## config.mk

```make
export PLATFORM = sky130hd
export DESIGN_NAME = c2ie_front
export DESIGN_NICKNAME = d
export VERILOG_FILES = /design/src/hdl/c2ie_pkg.sv /design/src/hdl/c2ie_front.sv
export SDC_FILE = /design/constraint.sdc
export NUM_CORES = 1
export LEC_CHECK = 0
export BUFFER_PORTS_ARGS = -buffer_cell sky130_fd_sc_hd__buf_2
export CORE_AREA = 5 5 89 91
export DETAILED_ROUTE_END_ITERATION = 7
export DIE_AREA = 0 0 94 96
export HOLD_SLACK_MARGIN = 0.05
export PLACE_DENSITY_LB_ADDON = 0.12
export SLEW_MARGIN = 20
export SYNTH_ARGS = -nofsm -noshare
export SYNTH_HDL_FRONTEND = slang
export SYNTH_SLANG_ARGS = --single-unit
```

## constraint.sdc

```tcl
create_clock -name aclk -period 3.5 [get_ports aclk]
set_input_delay 0.35 -clock aclk [delete_from_list [all_inputs] [get_ports aclk]]
set_output_delay 0.35 -clock aclk [all_outputs]
set_load 0.005 [all_outputs]
```

## src/hdl/c2ie_pkg.sv

```systemverilog
// Package for the COMET II style instruction executor.
// Holds shared types, command, status and opcode codes. No dependencies.
package c2ie_pkg;

    localparam int MemWords = 65536;
    localparam int MemAw    = $clog2(MemWords);
    localparam logic [15:0] END_PC = 16'h805A;

    typedef enum logic [2:0] {
        CMD_WRMEM = 3'd0,
        CMD_RDMEM = 3'd1,
        CMD_RDREG = 3'd2,
        CMD_EXEC  = 3'd3,
        CMD_RESTART = 3'd4
    } cmd_e;

    typedef enum logic [1:0] {
        ST_OK = 2'd0,
        ST_HALT = 2'd1,
        ST_BADOP = 2'd2,
        ST_BADREG = 2'd3
    } status_e;

    // Opcodes
    localparam logic [7:0] OP_NOP  = 8'h00;
    localparam logic [7:0] OP_LD   = 8'h10;
    localparam logic [7:0] OP_ST   = 8'h11;
    localparam logic [7:0] OP_LAD  = 8'h12;
    localparam logic [7:0] OP_LDR  = 8'h14;
    localparam logic [7:0] OP_ADDA = 8'h20;
    localparam logic [7:0] OP_SUBA = 8'h21;
    localparam logic [7:0] OP_ADDL = 8'h22;
    localparam logic [7:0] OP_SUBL = 8'h23;
    localparam logic [7:0] OP_ADDAR = 8'h24;
    localparam logic [7:0] OP_SUBAR = 8'h25;
    localparam logic [7:0] OP_ADDLR = 8'h26;
    localparam logic [7:0] OP_SUBLR = 8'h27;
    localparam logic [7:0] OP_AND  = 8'h30;
    localparam logic [7:0] OP_OR   = 8'h31;
    localparam logic [7:0] OP_XOR  = 8'h32;
    localparam logic [7:0] OP_ANDR = 8'h34;
    localparam logic [7:0] OP_ORR  = 8'h35;
    localparam logic [7:0] OP_XORR = 8'h36;
    localparam logic [7:0] OP_CPA  = 8'h40;
    localparam logic [7:0] OP_CPL  = 8'h41;
    localparam logic [7:0] OP_CPAR = 8'h44;
    localparam logic [7:0] OP_CPLR = 8'h45;
    localparam logic [7:0] OP_SLA  = 8'h50;
    localparam logic [7:0] OP_SRA  = 8'h51;
    localparam logic [7:0] OP_SLL  = 8'h52;
    localparam logic [7:0] OP_SRL  = 8'h53;
    localparam logic [7:0] OP_JMI  = 8'h61;
    localparam logic [7:0] OP_JNZ  = 8'h62;
    localparam logic [7:0] OP_JZE  = 8'h63;
    localparam logic [7:0] OP_JUMP = 8'h64;
    localparam logic [7:0] OP_JPL  = 8'h65;
    localparam logic [7:0] OP_JOV  = 8'h66;
    localparam logic [7:0] OP_PUSH = 8'h70;
    localparam logic [7:0] OP_POP  = 8'h71;
    localparam logic [7:0] OP_CALL = 8'h80;
    localparam logic [7:0] OP_RET  = 8'h81;

    // One queued command from the front end.
    typedef struct packed {
        cmd_e        cmd;
        logic [15:0] addr;
        logic [15:0] wdata;
        logic [3:0]  sel;
    } cmd_item_t;

    typedef struct packed {
        status_e     status;
        logic [15:0] rword;
        logic [15:0] pc;
        logic [2:0]  flags;
    } result_t;

    typedef enum logic [3:0] {
        S_IDLE, S_F1, S_W1, S_F2, S_W2, S_EA, S_DRD, S_DWAIT, S_EXE, S_OUT
    } exec_state_e;

    function automatic logic [2:0] cmp_flags(input logic [15:0] a, input logic [15:0] b,
                                             input logic is_signed);
        logic lt;
        begin
            lt = is_signed ? ($signed(a) < $signed(b)) : (a < b);
            cmp_flags = {1'b0, lt, a == b};
        end
    endfunction

endpackage

```

## src/hdl/c2ie_front.sv

```systemverilog
// Front end: accepts command requests and queues them for the back end.
// Depends on c2ie_pkg.
module c2ie_front (
    input  logic                aclk,
    input  logic                aresetn,
    input  logic                in_valid,
    output logic                in_ready,
    input  c2ie_pkg::cmd_item_t in_item,
    output logic                q_valid,
    input  logic                q_ready,
    output c2ie_pkg::cmd_item_t q_item
);
    import c2ie_pkg::*;

    // Two-entry queue.
    cmd_item_t  mem_reg [2];
    logic       wp_reg, wp_next, rp_reg, rp_next;
    logic [1:0] cnt_reg, cnt_next;
    logic       push, pop;

    assign in_ready = cnt_reg != 2'd2;
    assign q_valid  = cnt_reg != 2'd0;
    assign q_item   = mem_reg[rp_reg];
    assign push = in_valid && in_ready;
    assign pop  = q_valid && q_ready;

    always_comb begin
        wp_next  = push ? ~wp_reg : wp_reg;
        rp_next  = pop ? ~rp_reg : rp_reg;
        cnt_next = cnt_reg + {1'b0, push} - {1'b0, pop};
    end

    always_ff @(posedge aclk) begin
        if (!aresetn) begin
            wp_reg <= 1'b0;
            rp_reg <= 1'b0;
            cnt_reg <= 2'd0;
        end else begin
            wp_reg <= wp_next;
            rp_reg <= rp_next;
            cnt_reg <= cnt_next;
        end
    end

    always_ff @(posedge aclk) begin
        if (push) begin
            mem_reg[wp_reg] <= in_item;
        end
    end
endmodule

```

# Word-level counts from Yosys, hierarchy flattened
# Memories as Yosys holds them, arrays and structs flattened. A register that Yosys moved wholly into a read port is not among the register bits.
# Cells that the tools add are included.
# W data, S select, Z words.
# op_classes
n_lt_le_gt_ge	0
bitwise_logic	2
reduce_logical	3
shift	0
n_eq_ne	1
n_div	0
n_mul	0
addsub	2
muxes	4
# ops
cell	count
$mux W1	4
$add A2 B1 Y2	1
$logic_and A1 B1 Y1	2
$ne A2 B2 Y1 const B	1
$not A1 Y1	2
$reduce_bool A2 Y1	1
$sub A2 B1 Y2	1
# totals
ram_bits	78
out_inout_bits	41
latch_bits	0
word_cells	16
n_memories	1
in_bits	43
reg_bits	4
romBits	0
# mem_list
name	depth	word_bits	read_ports	rd_ports_with_merged_regs	wr	line_no	rtl
mem_reg	2	39	1	1	1	c2ie_front.sv:16	cmd_item_t mem_reg [2];

# Logic depth before layout (Yosys ltp)
# logic_depth
word_depth	4
ltp_mapped	8
ltp_nobuf	8

# Worst setup path after synthesis
# OpenSTA, ideal clock, no wires.
# synth_path
path_kind	register to register
from	reg cnt_reg[0]
to	mem mem_reg[0][0] in the netlist's numbering, enable pin
arrival_time_ns	2.250
synth_period_minus_slack_ns	2.686
path_stages_with_launch	4
required_ns	3.065
n_path_buf	0
setup_slack_ns	0.814
setup_time_ns	0.435
path_cell_list	dfxtp_1 -> nand2b_1 -> nand2_1 -> nor2_1
# synth_via
elab_chain_cells	4
# synth_lines
item	line_no	rtl
start: declaration	c2ie_front.sv:18	logic [1:0] cnt_reg, cnt_next;
start signal: assignment	c2ie_front.sv:41	cnt_reg <= cnt_next;
$ne A2 B2 Y1	c2ie_front.sv:21	assign in_ready = cnt_reg != 2'd2;
via in_ready	c2ie_front.sv:7	output logic in_ready,
$logic_and A1 B1 Y1	c2ie_front.sv:24	assign push = in_valid && in_ready;
$mux W1	c2ie_front.sv:46	if (push) begin
$mux W1 (not written as such)	c2ie_front.sv:47	mem_reg[wp_reg] <= in_item;
end: declaration	c2ie_front.sv:16	
# The timed path passes the listed nets, and every way through them passes these cells.

==> flow_metrics.env <==
export IMPL_status="finished, final reports clean"
export IMPL_synth_top_cell_by_area="edfxtp_1"
export IMPL_clockBufferDepth=2
export IMPL_numCtsBuffers=9
export IMPL_hold_path_class="input port to flip-flop"
export IMPL_final_cell_mix="buf_2 (83), edfxtp_1 (78), mux2_2 (29), mux2_4 (10), clkbuf_8 (9)"
export IMPL_wl_per_cell_um=14.7
export IMPL_antenna_found_initial=0
export IMPL_top_usage_layer="met2"
export IMPL_initialDrtViolationCount=46
export IMPL_dieArea_sq_mm=0.00902
export IMPL_largest_reg_flops=78
export IMPL_pre_cts_slack_ns=1.52
export IMPL_cts_root_buf="clkbuf_8"
export IMPL_core_sq_mm=0.00706
export IMPL_wl_mm=5.02
export IMPL_hold_buffers=0
export IMPL_grt_pass1_wl_mm=7.68
export IMPL_drive_gt1_share_pct=59.1
export IMPL_worst_pin_slew_ns=1.04
export IMPL_drcViolationCount=0
export IMPL_final_core_util_pct=54.0
export IMPL_initial_core_util_pct=43.8
export IMPL_post_dp_hpwl_mm=3.26
export IMPL_clock_latency_ns=0.34
export IMPL_synthTopCellsByArea="edfxtp_1 (76%), mux2_2 (11%), mux2_4 (4.9%), dfxtp_1 (3.2%), xnor2_1 (0.85%)"
export IMPL_rsz0062_at_grt="false"
export IMPL_ant_nets=0
export IMPL_cts_sinks=83
export IMPL_grt_use_met2_pct=19.0
export IMPL_fmaxAchievable_mhz=439
export IMPL_diodes=0
export IMPL_num_vias=1544
export IMPL_final_setup_tns_ns=0
export IMPL_synthCells=145
export IMPL_slew_limit_headroom_pct=30.8
export IMPL_synthArstFlopShare_pct=0
export IMPL_first_global_vias=1558
export IMPL_ys_ff_latch=83
export IMPL_worst_ep_arrival_time_ns=1.93
export IMPL_synth_ff_type="edfxtp_1"
export IMPL_power_density_mw_per_mm2=669
export IMPL_place_gp_congestion=0.684
export IMPL_grt_ovfl_total=0
export IMPL_p_total_mw=2.55
export IMPL_cp_end_kind="primary output"
export IMPL_yosysUniqueCellTypes=19
export IMPL_setup_ws_ns=1.22
export IMPL_critical_path_class="flip-flop to primary output"
export IMPL_post_drt_via_cell_ratio=4.53
export IMPL_avgSynthCellArea_sq_um=21.3
export IMPL_hold_viol=0
export IMPL_use_met3_pct=4.61
export IMPL_boundaryPins=84
export IMPL_p_leak_nw=1.45
export IMPL_cts_setup_buffers=0
export IMPL_die_w_um=94
export IMPL_critPathLaunchType="flip-flop"
export IMPL_required_ns=3.15
export IMPL_tritoncts="done"
export IMPL_firstDrtPassIters=4
export IMPL_grt_max_degree=40
export IMPL_yosysSeqAreaShare_pct=78.9
export IMPL_clkTransAtPathRegs_ns=0.08
export IMPL_htree_levels=3
export IMPL_cp_max_fo=39
export IMPL_peakVddDrop_uv=333
export IMPL_drv_cap=0
export IMPL_finalCriticalPeriod_ns=2.28
export IMPL_cts_resized=0
export IMPL_finalSetupViolCount=0
export IMPL_yosys_warnings=0
export IMPL_synth_top_area_share_pct=75.7
export IMPL_synth_nets=190
export IMPL_met1_usage_pct=13.5
export IMPL_synth_area_sq_mm=0.00309
export IMPL_slew_violations=0
export IMPL_io_buffers=83
export IMPL_mostFrequentLayoutCell="buf_2"
export IMPL_die_y_um=96
export IMPL_period_share_pct=65.1
export IMPL_nNetsFinal=282
export IMPL_clock_skew_ns=0.00293
export IMPL_synth_edf_count=78
export IMPL_row_count=31
export IMPL_global_route_usage_total_pct=11.8
export IMPL_syn_to_final_growth_pct=23.1
## layer usage
| layer | share of wire, % | routed length (um) |
|---|---|---|
| met2 | 49 | 2460 |
| met5 | 0 | 0 |
| met1 | 41 | 2070 |
| met4 | 2.3 | 113 |
| met3 | 7.5 | 377 |
## area by class of cell
cell class,count,area (sq um)
Multi-Input combinational cell,57,616
Inverter,1,3.75
Clock buffer,9,124
Sequential cell,83,2440
Clock inverter,7,68.8
Tap cell,99,124
Fill cell,622,3250
Timing Repair Buffer,85,430
## where the power goes
group	switching (mW)	internal, mW	total, mW	leakage, nW
registers	0.0981	1.25	1.35	0.771
logic	0.222	0.326	0.548	0.580
clock network	0.326	0.327	0.653	0.0966
total	0.646	1.90	2.55	1.45
## Yosys cell counts (2+ instances only)
cell type	count
edfxtp_1	78
mux2_2	29
mux2_4	10
dfxtp_1	5
xnor2_1	3
and2_1	2
buf_4	2
ha_1	2
nand2_1	2
nand2b_1	2
nor2b_1	2
## cell families (layout without fill, tap and decap cells)
kind of cell,Yosys count,in the layout,share of synthesized area [%]
flops,83,83,78.9
compound gates,1,1,0.243
buf+inv,5,102,1.46
fa+ha+maj,2,2,0.809
mux,40,40,15.7
simple gates,11,11,1.98
xor+xnor,3,3,0.849
## stage by stage
step / area, sq um / hold WS [ns] / std cells
after global routing: 3810 / 0.159 / 341
after global placement: 3620 / 0.511 / 325
after CTS: 3810 / 0.171 / 341
after floorplan: 3090 / 0.449 / 145
final: 3810 / 0.193 / 341
after detailed placement: 3620 / 0.521 / 325
## path summary, 6_finish.rpt
kind	start	endpoint	slack (ns)	cells after the start
worst max-delay path	flip-flop	q_item[13]	1.22	2
worst min-delay path	in_item[23]	mem_reg[0][23]$_DFFE_PP_	0.19	1
worst max register to register	cnt_reg[0]$_SDFF_PN0_	mem_reg[0][33]$_DFFE_PP_	1.58	4
worst min register to register	wp_reg$_SDFFE_PN0N_	wp_reg$_SDFFE_PN0N_	0.53	2
## worst max-delay path, cell delays in order, from the launching register on
cell     delay (ns)
dfxtp_2        1.02
mux2_2         0.43
buf_2          0.13
(Power assumes the default switching activity.)
